--- src/rtl/core/ssp_map.sv ---
// ----------------------------------------------------------------------------
// ssp_map
// Byte-to-slot map: slot numbers in a memory, one valid flag per byte value
// in flops so that a build can drop the whole map with a single clear.
// ----------------------------------------------------------------------------
module ssp_map #(
  parameter int SW = 4
) (
  input  logic          clk,
  input  logic          rst_n,
  input  logic          clr_all,
  input  logic          wr_en,
  input  logic [7:0]    wr_byte,
  input  logic [SW-1:0] wr_slot,
  input  logic          rd_en,
  input  logic [7:0]    rd_byte,
  output logic          rd_valid,
  output logic [SW-1:0] rd_slot
);

  logic [255:0]  valid_r;
  logic [SW-1:0] slot_mem [256];

  assign rd_valid = valid_r[rd_byte];

  always_ff @(posedge clk) begin
    if (!rst_n) begin
      valid_r <= '0;
    end else if (clr_all) begin
      valid_r <= '0;
    end else if (wr_en) begin
      valid_r[wr_byte] <= 1'b1;
    end
  end

  always_ff @(posedge clk) begin
    if (wr_en) begin
      slot_mem[wr_byte] <= wr_slot;
    end
    if (rd_en) begin
      rd_slot <= slot_mem[rd_byte];
    end
  end

endmodule

--- config.mk ---
export PLATFORM = sky130hd
export DESIGN_NAME = ssp_map
export DESIGN_NICKNAME = d
export VERILOG_FILES = /design/src/rtl/core/ssp_map.sv
export SDC_FILE = /design/constraint.sdc
export NUM_CORES = 1
export LEC_CHECK = 0
export BUFFER_PORTS_ARGS = -buffer_cell sky130_fd_sc_hd__buf_2
export CAP_MARGIN = 20
export CORE_UTILIZATION = 45
export CTS_CLUSTER_SIZE = 14
export DETAILED_ROUTE_END_ITERATION = 10
export GPL_TIMING_DRIVEN = 1
export HOLD_SLACK_MARGIN = 0.08
export PLACE_DENSITY = 0.69
export SETUP_SLACK_MARGIN = 0.02
export SYNTH_ARGS = -nofsm -noshare
export SYNTH_HDL_FRONTEND = slang
export SYNTH_SLANG_ARGS = --single-unit
--- constraint.sdc ---
create_clock -name clk -period 3 [get_ports clk]
set_clock_uncertainty 0.1 [all_clocks]
set_input_delay 0.15 -clock clk [delete_from_list [all_inputs] [get_ports clk]]
set_output_delay 0.15 -clock clk [all_outputs]
set_load 0.005 [all_outputs]
# ---- Word level (Yosys, flattened, before mapping)
# Memories as Yosys holds them, arrays and structs flattened. A register that Yosys moved wholly into a read port is not among the register bits.
# Index checks and enable logic that the tools add are counted.
dict set report classes {
  reduce_logical 2
  n_mux 6
  order_cmp 3
  bitwise_logic 2
}
# operator n
set ops {}
lappend ops {{$or 256x256->256} 1}
lappend ops {{$lt 8x9->1 const B} 2}
lappend ops {{$bmux 1 s8} 1}
lappend ops {{$demux 1 s8} 1}
lappend ops {{$ge 8x1->1 const B} 1}
lappend ops {{$mux 1} 4}
lappend ops {{$reduce_or 2->1} 1}
lappend ops {{$logic_and 1x1->1} 1}
lappend ops {{$not 1->1} 1}
dict set report word_totals {
  n_memories 1
  inputBits 25
  register_bits 256
  ramBits 1024
  elab_cells 15
}
# memory words width read_ports rd_ports_with_merged_regs write_ports line_no
set memory_table {}
lappend memory_table {slot_mem 256 4 1 1 1 22} ;# logic [SW-1:0] slot_mem [256];

# ---- Logic depth before layout (Yosys ltp)
dict set report logic_depth {
  depth_word 5
  ltp_mapped 11
  depth_no_buf 6
}

# ---- Least setup slack after synthesis
# OpenSTA, ideal clock, no wires.
dict set report synth_timing {
  path_type {input -> register}
  start {input port rd_byte[0]}
  end {register rd_slot[1] (read register of slot_mem), data pin}
  setup_ps 262
  slack_ps 786
  arrival_ps 1853
  stages 8
  required_ps 2638
  path_cell_list {buf_6 buf_6 buf_2 mux4_2 a211oi_1 o31ai_1 o2111ai_1 nand3_1}
}
# element line_no
set synth_rtl {}
lappend synth_rtl {{from (decl)} 16} ;# input logic [7:0] rd_byte,
lappend synth_rtl {{to (decl)} 18} ;# output logic [SW-1:0] rd_slot

# ---- Final worst setup path
dict set report layout_timing {
  start {register valid_r[11]}
  end {output port rd_valid}
}
dict set report layout_via {
  elab_chain_cells 2
}
# element line_no
set layout_rtl {}
lappend layout_rtl {{from (decl)} 21} ;# logic [255:0] valid_r;
lappend layout_rtl {{from (signal assigned)} 28} ;# valid_r <= '0;
lappend layout_rtl {{from (signal assigned)} 30} ;# valid_r <= '0;
lappend layout_rtl {{from (signal, indexed assignment)} 32} ;# valid_r[wr_byte] <= 1'b1;
lappend layout_rtl {{$bmux 1 s8} 24} ;# assign rd_valid = valid_r[rd_byte];
lappend layout_rtl {{$mux 1 (not written as such)} 24}
lappend layout_rtl {{to (decl)} 17} ;# output logic rd_valid,
# Every way passes these cells. The select of a mux whose other input is x is not followed.

==> flow_summary.toml <==
[global_routing]
use_met1 = 0.3053
grt.met3_usage = 0.04077
antenna_found_initial = 7
grt_first_pass_wirelength_um = 185400
met2_usage = 0.3585
grt_pass1_vias = 28460
grt_remaining_overflow = 0
grtUsageTotal = 0.2231
grt_max_degree = 101
busiest_layer = "met2"

[min_path]
hp-class = "in -> reg"
hp-start = "wr_en"

[power]
vdd_drop_max_mv = 0.5078
power.density_nw_per_um2 = 636.9
leakagePower_nw = 18.54

[outcome]
violations = "negative setup slack"
status = "finished with violations"

[placed_design]
place_area_um2 = 53060
hpwl_um = 80230
dpl.cell_count = 4584
pre_cts_slack_ns = -0.1344
gp_congestion = 0.8832
portBuffers = 29

[final_layout]
drive_above_1_share = 0.2146
nets = 3270
final_cell_mix = "edfxtp_1, nor2_1, mux4_2"
layout_commonest_cell = "edfxtp_1"
fin_cells = 4829
area_delta_synth_final_pct = 14.54
fin_area_um2 = 57300

[yosys]
synth_nets = 3093
syn_avg_cell_area_um2 = 16.31
ys_ff_latch = 1284
synth_ff_type = "edfxtp_1"
synth_cells = 3068
netlist_area_um2 = 50030
ys_seq_area_frac = 0.7195
yosysUniqueCellTypes = 53
synth_edf_count = 1028
ys_async_sr_fraction = 0
ys_warn_count = 0

[route]
dr.pass1.iters = 6
wirelength_um = 124600
vias = 28430
drtAntennaViolNets = 0
drt_iter0_markers = 3683
wl_per_cell_um = 25.81
vias_per_cell = 5.888
route.detailed.drc = 0

[worst_setup_path]
cp_max_fo = 2
worstReg2RegStart = "slot_mem[147][0]"
cp-end-kind = "output pin"
crit_start = "valid_r[11]"
startpoint_type = "flop"
critPathKind = "reg -> out"
worstPathArrival_ns = 2.84
cp.required_ns = 2.75

[sta]
finalHoldViolCount = 0
setup_viol = 1
fin_ws_ns = -0.09156
slew-limit-headroom = 0.3777
fmax_mhz = 323.5
fin_tns_setup_ns = -0.09156
fin_crit_ns = 3.092
holdWs_ns = 0.1576
rsz0062_at_grt = "true"
slew_violations = 0
layout_worst_path_cycle_share = 1.031
worstMarginPinSlew_ns = 0.9334

[clock_tree]
insertion_delay_ns = 0.71
cts_setup_buffers = 0
cts_inserted_buffers = 120
clk_pin_slew_worst_paths_ns = 0.06
clockBufferDepth = 3
ctsRootBufferMaster = "clkbuf_16"
h-tree-depth = 3
cts_tree = "built"
clock_sinks = 1284

[die]
row_count = 121
initial_core_util = 0.4564
fp.dieW_um = 335.4
io_pins = 30
core_um2 = 109600
die_h_um = 335.4
dieArea_um2 = 112500

[flow_run]
maxCapViolCount = 0
final timing paths:
path	to	slack, ns	depth (start not counted)
setup / recovery	rd_valid	-0.09	7
hold reg to reg	valid_r[203]	0.36	2
setup reg to reg	rd_slot[0]	0.40	6
hold / removal	slot_mem[51][1]	0.16	4
state kept, by name, summed over array words and instances, names as in the netlist:
register and count:
valid_r 256, rd_slot 4, slot_mem 1024
per-stage QoR:
step,util,power [mW]
final,0.5228,36.50
after global routing,0.5227,37.43
after CTS,0.5226,36.65
after detailed placement,0.4841,21.52
after global placement,0.4841,21.49
after floorplan,-,20.62
Yosys cell counts, types with 3 or more instances:
cell type | number | area [um2]
buf_2 | 29 | 145.1
buf_4 | 26 | 195.2
mux2i_1 | 148 | 1481
o21ba_1 | 8 | 80.08
dfxtp_1 | 256 | 5125
a311oi_1 | 3 | 26.28
mux2_2 | 4 | 45.04
buf_6 | 15 | 168.9
a211oi_1 | 29 | 217.7
nor3_1 | 28 | 140.1
buf_1 | 3 | 11.26
clkbuf_1 | 114 | 427.9
nor2b_1 | 11 | 68.82
o21ai_1 | 13 | 65.06
nand3_1 | 40 | 200.2
inv_1 | 3 | 11.26
o211ai_1 | 5 | 37.54
a221oi_1 | 5 | 43.79
nand4_1 | 14 | 87.58
a22oi_1 | 20 | 150.1
o22a_1 | 6 | 52.55
edfxtp_1 | 1028 | 30870
a21oi_1 | 42 | 210.2
o22ai_1 | 42 | 262.8
nand2_1 | 35 | 131.4
nor2_1 | 735 | 2759
mux4_2 | 261 | 5878
o21ba_2 | 21 | 210.2
and2_1 | 10 | 62.56
o21ai_0 | 21 | 105.1
a31oi_1 | 6 | 37.54
o221ai_1 | 39 | 341.6
buf_8 | 4 | 60.06
nand2b_1 | 7 | 43.79
nor4_1 | 9 | 56.30
o32ai_1 | 7 | 61.31
final cells by class:
class | count | area [um2]
antenna | 2 | 5.005
clock buffer | 195 | 3662
clock inverter | 33 | 355.3
fill | 8740 | 52310
inverter | 5 | 18.77
multi-input combinational | 1588 | 13070
sequential | 1284 | 36000
tap | 1476 | 1847
timing repair buffer | 246 | 2340
logic make-up (layout without fill, tap and decap cells):
family                 after synthesis  in the layout  synth area share
AND/OR/NAND/NOR                    900            900           0.07261
multiplexers                       413            413            0.1480
flip-flops                        1284           1284            0.7195
buffers and inverters              196            479           0.02053
AO/OA/AOI/OAI                      275            275           0.03934
other                                0              2                 0
report_power, final:
group / switching (mW) / internal (mW) / total (mW)
clock network: 6.42 / 8.91 / 15.3
registers: 0.0190 / 19.2 / 19.3
logic: 1.19 / 0.718 / 1.91
worst max-delay path, cell delays in order, from the launching register on:
cell      delay [ns]
dfxtp_1         0.33
mux4_2          0.49
a211oi_2        0.23
nor3_1          0.11
nor4_2          0.43
buf_4           0.23
o211ai_1        0.16
buf_2           0.18
layer usage:
metal	vias to the layer above	part of all wire	routed length [um]
li1	12190	-	-
met1	14720	0.40	50060
met3	226	0.084	10530
met5	-	0.00053	66
met2	1287	0.48	59780
met4	10	0.034	4198
what timing repair did:
action,4_1_cts,5_1_grt
pin swaps,3,1
hold buffers,15,0
gates resized for setup,13,2
endpoints found under the hold margin,438,0
endpoints found under the setup margin,1,1
No activity file was read; power rests on OpenSTA's default activity.
